<file path="src/hw/rtl/mbet_pkg.sv">
// mbet_pkg: shared types and constants of the escape-time evaluator
// no dependencies
`default_nettype none
package mbet_pkg;
	localparam int MaxIter = 1000;
	localparam int CoordBits = 12;
	localparam int FracBits = 28;
	localparam int ZW = 64;
	localparam logic [41:0] MagLim = 42'h3FF_FFFF_FFFF;
	localparam logic signed [63:0] EscapeSq = 64'sd10000 <<< 28;
	localparam logic signed [31:0] SmoothBias = 32'sd165725;

	localparam logic [2:0] REG_ZOOM = 3'd0;
	localparam logic [2:0] REG_CRE = 3'd1;
	localparam logic [2:0] REG_CIM = 3'd2;
	localparam logic [2:0] REG_WID = 3'd3;
	localparam logic [2:0] REG_HGT = 3'd4;

	// mapped point handed from front to back
	typedef struct packed {
		logic signed [31:0] cr;
		logic signed [31:0] ci;
	} point_t;

	// result of one pixel
	typedef struct packed {
		logic in_set;
		logic [9:0] iter;
		logic signed [15:0] smooth;
	} result_t;
endpackage
`default_nettype wire

</file>
<file path="src/hw/rtl/mbet_div.sv">
// mbet_div: restoring divider, one quotient bit per cycle
// depends on mbet_pkg
`default_nettype none
module mbet_div
	import mbet_pkg::*;
(
	input  wire logic        clk,
	input  wire logic        arst_n,
	input  wire logic        start,
	input  wire logic [45:0] dividend,
	input  wire logic [13:0] divisor,
	output logic             busy,
	output logic             done,
	output logic [45:0]      quotient
);
	logic [5:0]  cnt_q;
	logic [45:0] quo_q;
	logic [14:0] rem_q;
	logic [13:0] dvs_q;
	logic [14:0] trial;

	assign trial = {rem_q[13:0], quo_q[45]};

	// shift and subtract
	always_ff @(posedge clk or negedge arst_n) begin
		if (!arst_n) begin
			cnt_q <= '0;
			busy  <= 1'b0;
			done  <= 1'b0;
		end else begin
			done <= 1'b0;
			if (start) begin
				busy  <= 1'b1;
				cnt_q <= 6'd46;
			end else if (busy) begin
				cnt_q <= cnt_q - 6'd1;
				if (cnt_q == 6'd1) begin
					busy <= 1'b0;
					done <= 1'b1;
				end
			end
		end
	end

	always_ff @(posedge clk) begin
		if (start) begin
			quo_q <= dividend;
			rem_q <= '0;
			dvs_q <= divisor;
		end else if (busy) begin
			if (trial >= {1'b0, dvs_q}) begin
				rem_q <= trial - {1'b0, dvs_q};
				quo_q <= {quo_q[44:0], 1'b1};
			end else begin
				rem_q <= trial;
				quo_q <= {quo_q[44:0], 1'b0};
			end
		end
	end

	assign quotient = quo_q;
endmodule
`default_nettype wire

</file>
<file path="src/hw/rtl/mbet_front.sv">
// mbet_front: maps a pixel to a complex point
// depends on mbet_pkg, mbet_div
`default_nettype none
module mbet_front
	import mbet_pkg::*;
(
	input  wire logic                 clk,
	input  wire logic                 arst_n,
	input  wire logic                 in_valid,
	output logic                      in_ready,
	input  wire logic [CoordBits-1:0] px,
	input  wire logic [CoordBits-1:0] py,
	input  wire logic [30:0]          zoom,
	input  wire logic [31:0]          cre,
	input  wire logic [31:0]          cim,
	input  wire logic [12:0]          wid,
	input  wire logic [12:0]          hgt,
	output logic                      pt_valid,
	input  wire logic                 pt_ready,
	output point_t                    pt
);
	localparam logic [2:0] F_IDLE = 3'd0;
	localparam logic [2:0] F_MULX = 3'd1;
	localparam logic [2:0] F_DIVX = 3'd2;
	localparam logic [2:0] F_MULY = 3'd3;
	localparam logic [2:0] F_DIVY = 3'd4;
	localparam logic [2:0] F_OUT  = 3'd5;

	logic [2:0]  st_q;
	logic [CoordBits-1:0] py_q;
	logic        neg_q;
	logic [45:0] mag_q;
	logic [13:0] dvs;
	logic        dstart, dbusy, ddone;
	logic [45:0] quo;
	logic signed [33:0] sum;
	logic signed [31:0] sat;
	logic signed [31:0] cr_q;
	logic signed [14:0] diff;
	logic [14:0] dmag;
	logic [12:0] big;

	// x offset taken straight from the input while idle, y offset from the held row
	assign big = (wid > hgt) ? wid : ((hgt == 13'd0) ? 13'd1 : hgt);
	assign dvs = {big, 1'b0};
	assign diff = (st_q == F_IDLE) ? $signed({2'b0, px, 1'b0}) - $signed({2'b0, wid})
		: $signed({2'b0, py_q, 1'b0}) - $signed({2'b0, hgt});
	assign dmag = diff[14] ? 15'(-diff) : diff;
	assign dstart = (st_q == F_MULX) || (st_q == F_MULY);

	mbet_div u_div (
		.clk(clk), .arst_n(arst_n), .start(dstart), .dividend(mag_q),
		.divisor(dvs), .busy(dbusy), .done(ddone), .quotient(quo)
	);

	// centre plus signed quotient, saturated
	assign sum = $signed({{2{(st_q == F_DIVX) ? cre[31] : cim[31]}},
		(st_q == F_DIVX) ? cre : cim})
		+ (neg_q ? -$signed({1'b0, quo[32:0]}) : $signed({1'b0, quo[32:0]}));
	always_comb begin
		if (|quo[45:32]) sat = neg_q ? 32'sh8000_0000 : 32'sh7FFF_FFFF;
		else if (sum > 34'sh0_7FFF_FFFF) sat = 32'sh7FFF_FFFF;
		else if (sum < -34'sh0_8000_0000) sat = 32'sh8000_0000;
		else sat = sum[31:0];
	end

	assign in_ready = (st_q == F_IDLE);
	assign pt_valid = (st_q == F_OUT);

	// sequencer
	always_ff @(posedge clk or negedge arst_n) begin
		if (!arst_n) begin
			st_q <= F_IDLE;
		end else begin
			case (st_q)
				F_IDLE: if (in_valid) st_q <= F_MULX;
				F_MULX: st_q <= F_DIVX;
				F_DIVX: if (ddone) st_q <= F_MULY;
				F_MULY: st_q <= F_DIVY;
				F_DIVY: if (ddone) st_q <= F_OUT;
				F_OUT:  if (pt_ready) st_q <= F_IDLE;
				default: st_q <= F_IDLE;
			endcase
		end
	end

	always_ff @(posedge clk) begin
		if (st_q == F_IDLE && in_valid) begin
			py_q <= py;
		end
		if (st_q == F_IDLE) begin
			mag_q <= 46'(dmag) * 46'(zoom);
			neg_q <= diff[14];
		end
		if (st_q == F_DIVX && ddone) begin
			cr_q  <= sat;
			mag_q <= 46'(dmag) * 46'(zoom);
			neg_q <= diff[14];
		end
		if (st_q == F_DIVY && ddone) begin
			pt.cr <= cr_q;
			pt.ci <= sat;
		end
	end

	// a division only starts on an idle divider
	assert property (@(posedge clk) disable iff (!arst_n) dstart |-> !dbusy)
		else $error("division started while busy");
endmodule
`default_nettype wire

</file>
<file path="config.mk">
export PLATFORM = sky130hd
export DESIGN_NAME = mbet_front
export DESIGN_NICKNAME = d
export VERILOG_FILES = /design/src/hw/rtl/mbet_pkg.sv /design/src/hw/rtl/mbet_div.sv /design/src/hw/rtl/mbet_front.sv
export SDC_FILE = /design/constraint.sdc
export NUM_CORES = 2
export LEC_CHECK = 0
export BUFFER_PORTS_ARGS = -buffer_cell sky130_fd_sc_hd__buf_2
export CORE_MARGIN = 2
export CORE_UTILIZATION = 42
export DETAILED_ROUTE_END_ITERATION = 7
export HOLD_SLACK_MARGIN = 0.03
export PLACE_DENSITY = 0.63
export SYNTH_ARGS = -nofsm -noshare
export SYNTH_HDL_FRONTEND = slang
export SYNTH_SLANG_ARGS = --single-unit
export TNS_END_PERCENT = 50
</file>
<file path="constraint.sdc">
create_clock -name clk -period 16.9 [get_ports clk]
set_clock_uncertainty 0.1 [all_clocks]
set_input_delay 0.845 -clock clk [delete_from_list [all_inputs] [get_ports clk]]
set_output_delay 0.845 -clock clk [all_outputs]
set_load 0.02 [all_outputs]
</file>
==> Yosys cells after proc, flatten, opt, wreduce, memory -nomap -nowiden <==
Cells that the tools add are included.
{ "totals": {"ff_bits": 239, "inputBits": 149, "out_inout_bits": 66, "elab_cells": 77} }
{ "classes": {"add_sub_neg": 7, "n_mul": 1, "magnitude_cmp": 4, "eq_ne": 10, "muxes": 32, "n_reduce_logical": 10} }
{ "op_table": {"columns": ["op", "n"], "rows": [
  ["$mux W46", 4],
  ["$mux W32", 5],
  ["$mul A15 B31 Y46", 1],
  ["$add A33 B34 Y34", 1],
  ["$gt A34 B32 Y1 const B", 1],
  ["$lt A34 B32 Y1 const B", 1],
  ["$mux W34", 1],
  ["$neg A33 Y34", 1],
  ["$mux W15", 2],
  ["$sub A13 B13 Y14", 2],
  ["$mux W13", 2],
  ["$pmux W3 S6", 1],
  ["$ge A15 B14 Y1", 1],
  ["$neg A15 Y15", 1],
  ["$mux W14", 1],
  ["$reduce_or A14 Y1", 1],
  ["$sub A14 B14 Y14", 1],
  ["$gt A13 B13 Y1", 1],
  ["$logic_not A13 Y1", 1],
  ["$mux W3", 4],
  ["$mux W6", 2],
  ["$mux W1", 10],
  ["$eq A3 B2 Y1 const B", 2],
  ["$eq A3 B3 Y1 const B", 2],
  ["10 further kinds", 15]
]} }

==> Logic depth before layout (Yosys ltp) <==
{ "logic_depth": {"word_depth": 7, "ltp_mapped": 37} }

==> Cells and area by module <==
From an unflattened synthesis, not the netlist that was laid out.
{ "unflattened": {"hier_cells": 2779, "hier_area_um2": 28163.3} }
{ "modules_own_cells": {"columns": ["module", "instances", "cells_each", "area_each_um2"], "rows": [
  ["mbet_front", 1, 2427, 23777.8],
  ["mbet_div", 1, 352, 4385.5]
]} }

==> Least setup slack after synthesis <==
No wires, ideal clock.
{ "synth_path": {"path_type": "input to register", "from": "input hgt[6]", "to": "register mag_q[45], data pin", "arrival_time_ps": 9309, "required_ps": 16540, "path_slack_ps": 7231, "path_stages": 32, "n_path_buf": 2, "path_cell_list": "inv_1 -> ha_1 -> or2_2 -> or3_1 -> o21ai_0 -> o21ai_0 -> a211oi_1 -> o21ai_0 -> and4_1 -> clkbuf_1 -> nor4b_1 -> clkbuf_1 -> nand2_1 -> fa_1 -> fa_1 -> inv_1 -> fa_1 -> fa_1 -> fa_1 -> inv_1 -> fa_1 -> inv_1 -> ha_1 -> nand2_1 -> or3_1 -> o2111ai_1 -> nand3b_1 -> o41ai_1 -> a31oi_1 -> o21ai_0 -> a21oi_1 -> xnor2_1"} }
{ "synth_via": {"elab_chain_len": 7} }
{ "synth_rtl": {"columns": ["item", "line", "rtl"], "rows": [
  ["start, declared", "mbet_front.sv:17", "input wire logic [12:0] hgt,"],
  ["$sub A13 B13 Y14 *", "mbet_front.sv:47", ": $signed({2'b0, py_q, 1'b0}) - $signed({2'b0, hgt});"],
  ["$mux W15 *", "mbet_front.sv:46", "assign diff = (st_q == F_IDLE) ? $signed({2'b0, px, 1'b0}) - $signed({2'b0, wid})"],
  ["$neg A15 Y15", "mbet_front.sv:48", "assign dmag = diff[14] ? 15'(-diff) : diff;"],
  ["$mux W15 *", "mbet_front.sv:48", null],
  ["$mul A15 B31 Y46 *", "mbet_front.sv:92, mbet_front.sv:97", null],
  ["$mux W46", "mbet_front.sv:91", "if (st_q == F_IDLE) begin"],
  ["$mux W46 *", "mbet_front.sv:95", "if (st_q == F_DIVX && ddone) begin"],
  ["end signal, assigned", "mbet_front.sv:92", "mag_q <= 46'(dmag) * 46'(zoom);"],
  ["end signal, assigned", "mbet_front.sv:97", "mag_q <= 46'(dmag) * 46'(zoom);"],
  ["end, declared", "mbet_front.sv:32", "logic [45:0] mag_q;"]
]} }
Mark *: on every way between the ends. The rest lies on a longest branch, timed or not. The select of a mux whose other input is x is not followed.
A chain may end at the register's enable or synchronous reset.

==> Worst setup path after layout <==
{ "layout_path": {"from": "input hgt[6]", "to": "register mag_q[45], data pin"} }
{ "layout_via": {"elab_chain_len": 7} }
{ "layout_rtl": {"columns": ["item", "line", "rtl"], "rows": [
  ["$sub A13 B13 Y14 *", "mbet_front.sv:47", null],
  ["$mux W15 *", "mbet_front.sv:46", null],
  ["via diff[13]", "mbet_front.sv:39", "logic signed [14:0] diff;"],
  ["$neg A15 Y15", "mbet_front.sv:48", null],
  ["$mux W15 *", "mbet_front.sv:48", null],
  ["$mul A15 B31 Y46 *", "mbet_front.sv:92, mbet_front.sv:97", null],
  ["$mux W46", "mbet_front.sv:91", null],
  ["$mux W46 *", "mbet_front.sv:95", null]
]} }
The timed path passes the listed nets; every way through them passes the cells marked *. The select of a mux whose other input is x is not followed.

==> results.cfg <==
[synth]
synth_top_area_share_pct = 27.18
postSynthCellCount = 2896
ys_ff_latch = 239
syn_avg_cell_area_um2 = 9.640
synthMuxAreaShare_pct = 2.196
synth_top_family_by_area = adder cells
synth_area_um2 = 27920
synth_fa_ha_area_share_pct = 36.01
synthFlopType = edfxtp_1
synth_compound_area_share_pct = 9.578
yosys_warnings = 0
synth-simple-area-share_pct = 15.18
synth_edf_count = 214
synthXorXnorAreaFrac_pct = 4.549
yosys.area.top_type = fa_1
ys_top_cells_by_area = fa_1, edfxtp_1, ha_1
ys_seq_area_share_pct = 25.01
synthArstFlopShare_pct = 4.603
yosysUniqueCellTypes = 71

[layout]
fin_area_um2 = 30780
layout.nets = 3789
multi_input_area_um2 = 19100
nFillCells = 6253
area_growth_pct = 10.25
register_area_um2 = 6982
layout-drive-gt1-share_pct = 11.62
antennaDiodeCount = 0

[die]
dieArea_um2 = 68550
core_area_um2 = 65750
dieHeight_um = 261.8
chipWidth_um = 261.8
ios = 215
num_rows = 94
start_util_pct = 42.46

[clock_network]
cts_buffer_depth = 3
clkSinkCount = 239
postCtsSetupBuffers = 0
htree_levels = 1
cts_resized = 0
cts-root-buf = clkbuf_16
clkTransAtPathRegs_ns = 0.06
cts_buffers = 25
ctsHoldBuffers = 0
cts_tree = yes
clk_latency_ns = 0.53

[global_route]
grt_util_all_layers_pct = 20.34
grt_pass1_vias = 20640
grt-ovfl-total = 0
grt_max_degree = 67
antenna_found_initial = 0
grt_pass1_wl_um = 110700

[timing]
worst_slew_pin_slew_ns = 1.150
max_slew_margin_pct = 23.31
hold_viol_final = 0
period_share_pct = 60.18
final_max_slew_viol_count = 0
setup_viol_count_final = 0
setup_ws_ns = 6.730
max_freq_ghz = 0.09833
rsz0062_at_grt = no
post-route-min-period_ns = 10.17
setup_tns_ns = 0

[worst_setup_path]
crit_top_cell = fa_1
reg2reg_slack_ns = 6.83
crit_slowest_cell = fa_1
cpPeakStageDelay_ns = 0.56
critPathArrivalTime_ns = 10.35
start_kind = input pin
crit_type = input pin to register
end_kind = register
crit_required_ns = 17.08
path_max_fanout = 26

[place]
hpwlAfterDp_um = 52640
gp_congestion = 0.9128
numPortBuffers = 214
place_area_um2 = 30000
dp_slack_ns = 6.276

[route]
first_iter_violations = 1146
dr_wl_met3_um = 3692
wire_per_inst_um = 17.20
wl_met1_um = 30670
met2_length_um = 32390
totalWireLength_um = 67860
first_pass_iters = 5
vias = 20320
drc = 0
dr.max_layer_used = met4
final_antenna_net_count = 0
viasPerCell = 5.151

[run_status]
status = completed

[job]
max_cap_violations = 0

[worst_hold_path]
min_path_type = input pin to asynchronous set/reset pin
==> cells in the final DEF, fill, tap and decap left out, types with 20 or more instances in the layout <==
master | netlist | routed
buf_4 | 0 | 26
inv_1 | 416 | 416
ha_1 | 197 | 197
nor3_1 | 20 | 20
xnor2_1 | 105 | 96
and2_1 | 139 | 139
nor2_1 | 76 | 76
nand2_1 | 493 | 492
clkbuf_16 | 0 | 25
conb_1 | 2 | 31
xor2_1 | 40 | 38
nand2b_1 | 22 | 20
mux2_2 | 34 | 34
nor2b_1 | 43 | 43
a21o_1 | 39 | 39
o21ai_0 | 105 | 105
a21oi_1 | 118 | 118
fa_1 | 379 | 379
mux2i_1 | 23 | 22
edfxtp_1 | 214 | 214
buf_2 | 1 | 214
==> layer usage <==
metal	global-route usage (%)	up-vias
met5	0	-
met4	3.741	0
met1	28.53	9991
met2	34.66	529
li1	-	9725
met3	1.890	74
==> cell usage after synthesis, types with 4 or more instances <==
cell type  instances
nand2_1          493
inv_1            416
fa_1             379
edfxtp_1         214
ha_1             197
and2_1           139
a21oi_1          118
clkbuf_1         118
o21ai_0          105
xnor2_1          105
nor2_1            76
nor2b_1           43
xor2_1            40
a21o_1            39
mux2_2            34
mux2i_1           23
nand2b_1          22
o21ai_1           21
nor3_1            20
nand3_1           19
o21a_1            19
o31ai_1           19
nand4_1           18
o21bai_1          17
or3_1             16
dfxtp_1           14
a31oi_1           13
nor4_1            12
a211oi_1          11
dfrtp_1           11
o21ai_2           11
and3_1             8
o41ai_1            8
nand3b_1           7
or2_2              6
buf_1              5
nor3b_1            5
o31a_1             5
or4_1              5
buf_6              4
o211ai_1           4
==> worst max-delay path: cells and delay by family <==
family                     cells  cell delay (ns)
adders and majority gates      8             3.73
AOI/OAI and AO/OA             10             2.27
and+or+nand+nor                7             1.73
buffers and inverters          8             1.16
xor gates and xnor gates       2             0.53
==> final cells by class <==
| type | count | area share, % |
|---|---|---|
| clock buffer | 31 | 2.106 |
| clock inverter | 13 | 0.4187 |
| inverter | 418 | 5.098 |
| multi-input combinational | 2140 | 62.07 |
| sequential | 239 | 22.68 |
| tap | 864 | 3.512 |
| timing repair buffer | 240 | 4.114 |
==> cells by family after synthesis <==
group           after synthesis
simple gates                902
flops                       239
xor+xnor                    145
fa+ha+maj                   576
compound gates              429
other cells                   2
buf+inv                     546
mux                          57
==> through the flow <==
stage	hold WS [ns]	instances	utilization [%]
finish	0.08184	3945	46.81
floorplan	0.3003	2925	-
global route	0.08073	3945	46.81
global placement	0.3005	3901	45.63
detailed placement	0.3045	3901	45.63
CTS	0.06928	3945	46.81
==> flip-flops by register name (all words and copies together) (netlist names) <==
| signal | flops |
|---|---|
| cr_q | 32 |
| u_div.done | 1 |
| mag_q | 46 |
| pt | 64 |
| neg_q | 1 |
| u_div.cnt_q | 6 |
| py_q | 12 |
| st_q | 3 |
| u_div.quotient | 46 |
| u_div.rem_q | 14 |
| u_div.busy | 1 |
| u_div.dvs_q | 13 |
==> worst paths after layout <==
| kind | startpoint | end | depth (start not counted) |
|---|---|---|---|
| max | hgt[6] | mag_q[45]$_DFFE_PP_ | 35 |
| max reg2reg | py_q[5]$_DFFE_PP_ | mag_q[45]$_DFFE_PP_ | 33 |
| min in group clk | cr_q[10]$_DFFE_PP_ | pt[42]$_DFFE_PP_ | 0 |
| min reg2reg | cr_q[10]$_DFFE_PP_ | pt[42]$_DFFE_PP_ | 0 |
| min | arst_n | u_div.done$_DFF_PN0_ | 1 |
| max in group asynchronous | arst_n | u_div.cnt_q[1]$_DFFE_PN0P_ | 1 |
Power is not shown: default switching activity piles up to over one toggle a cycle in this logic, so the estimate is an artifact.
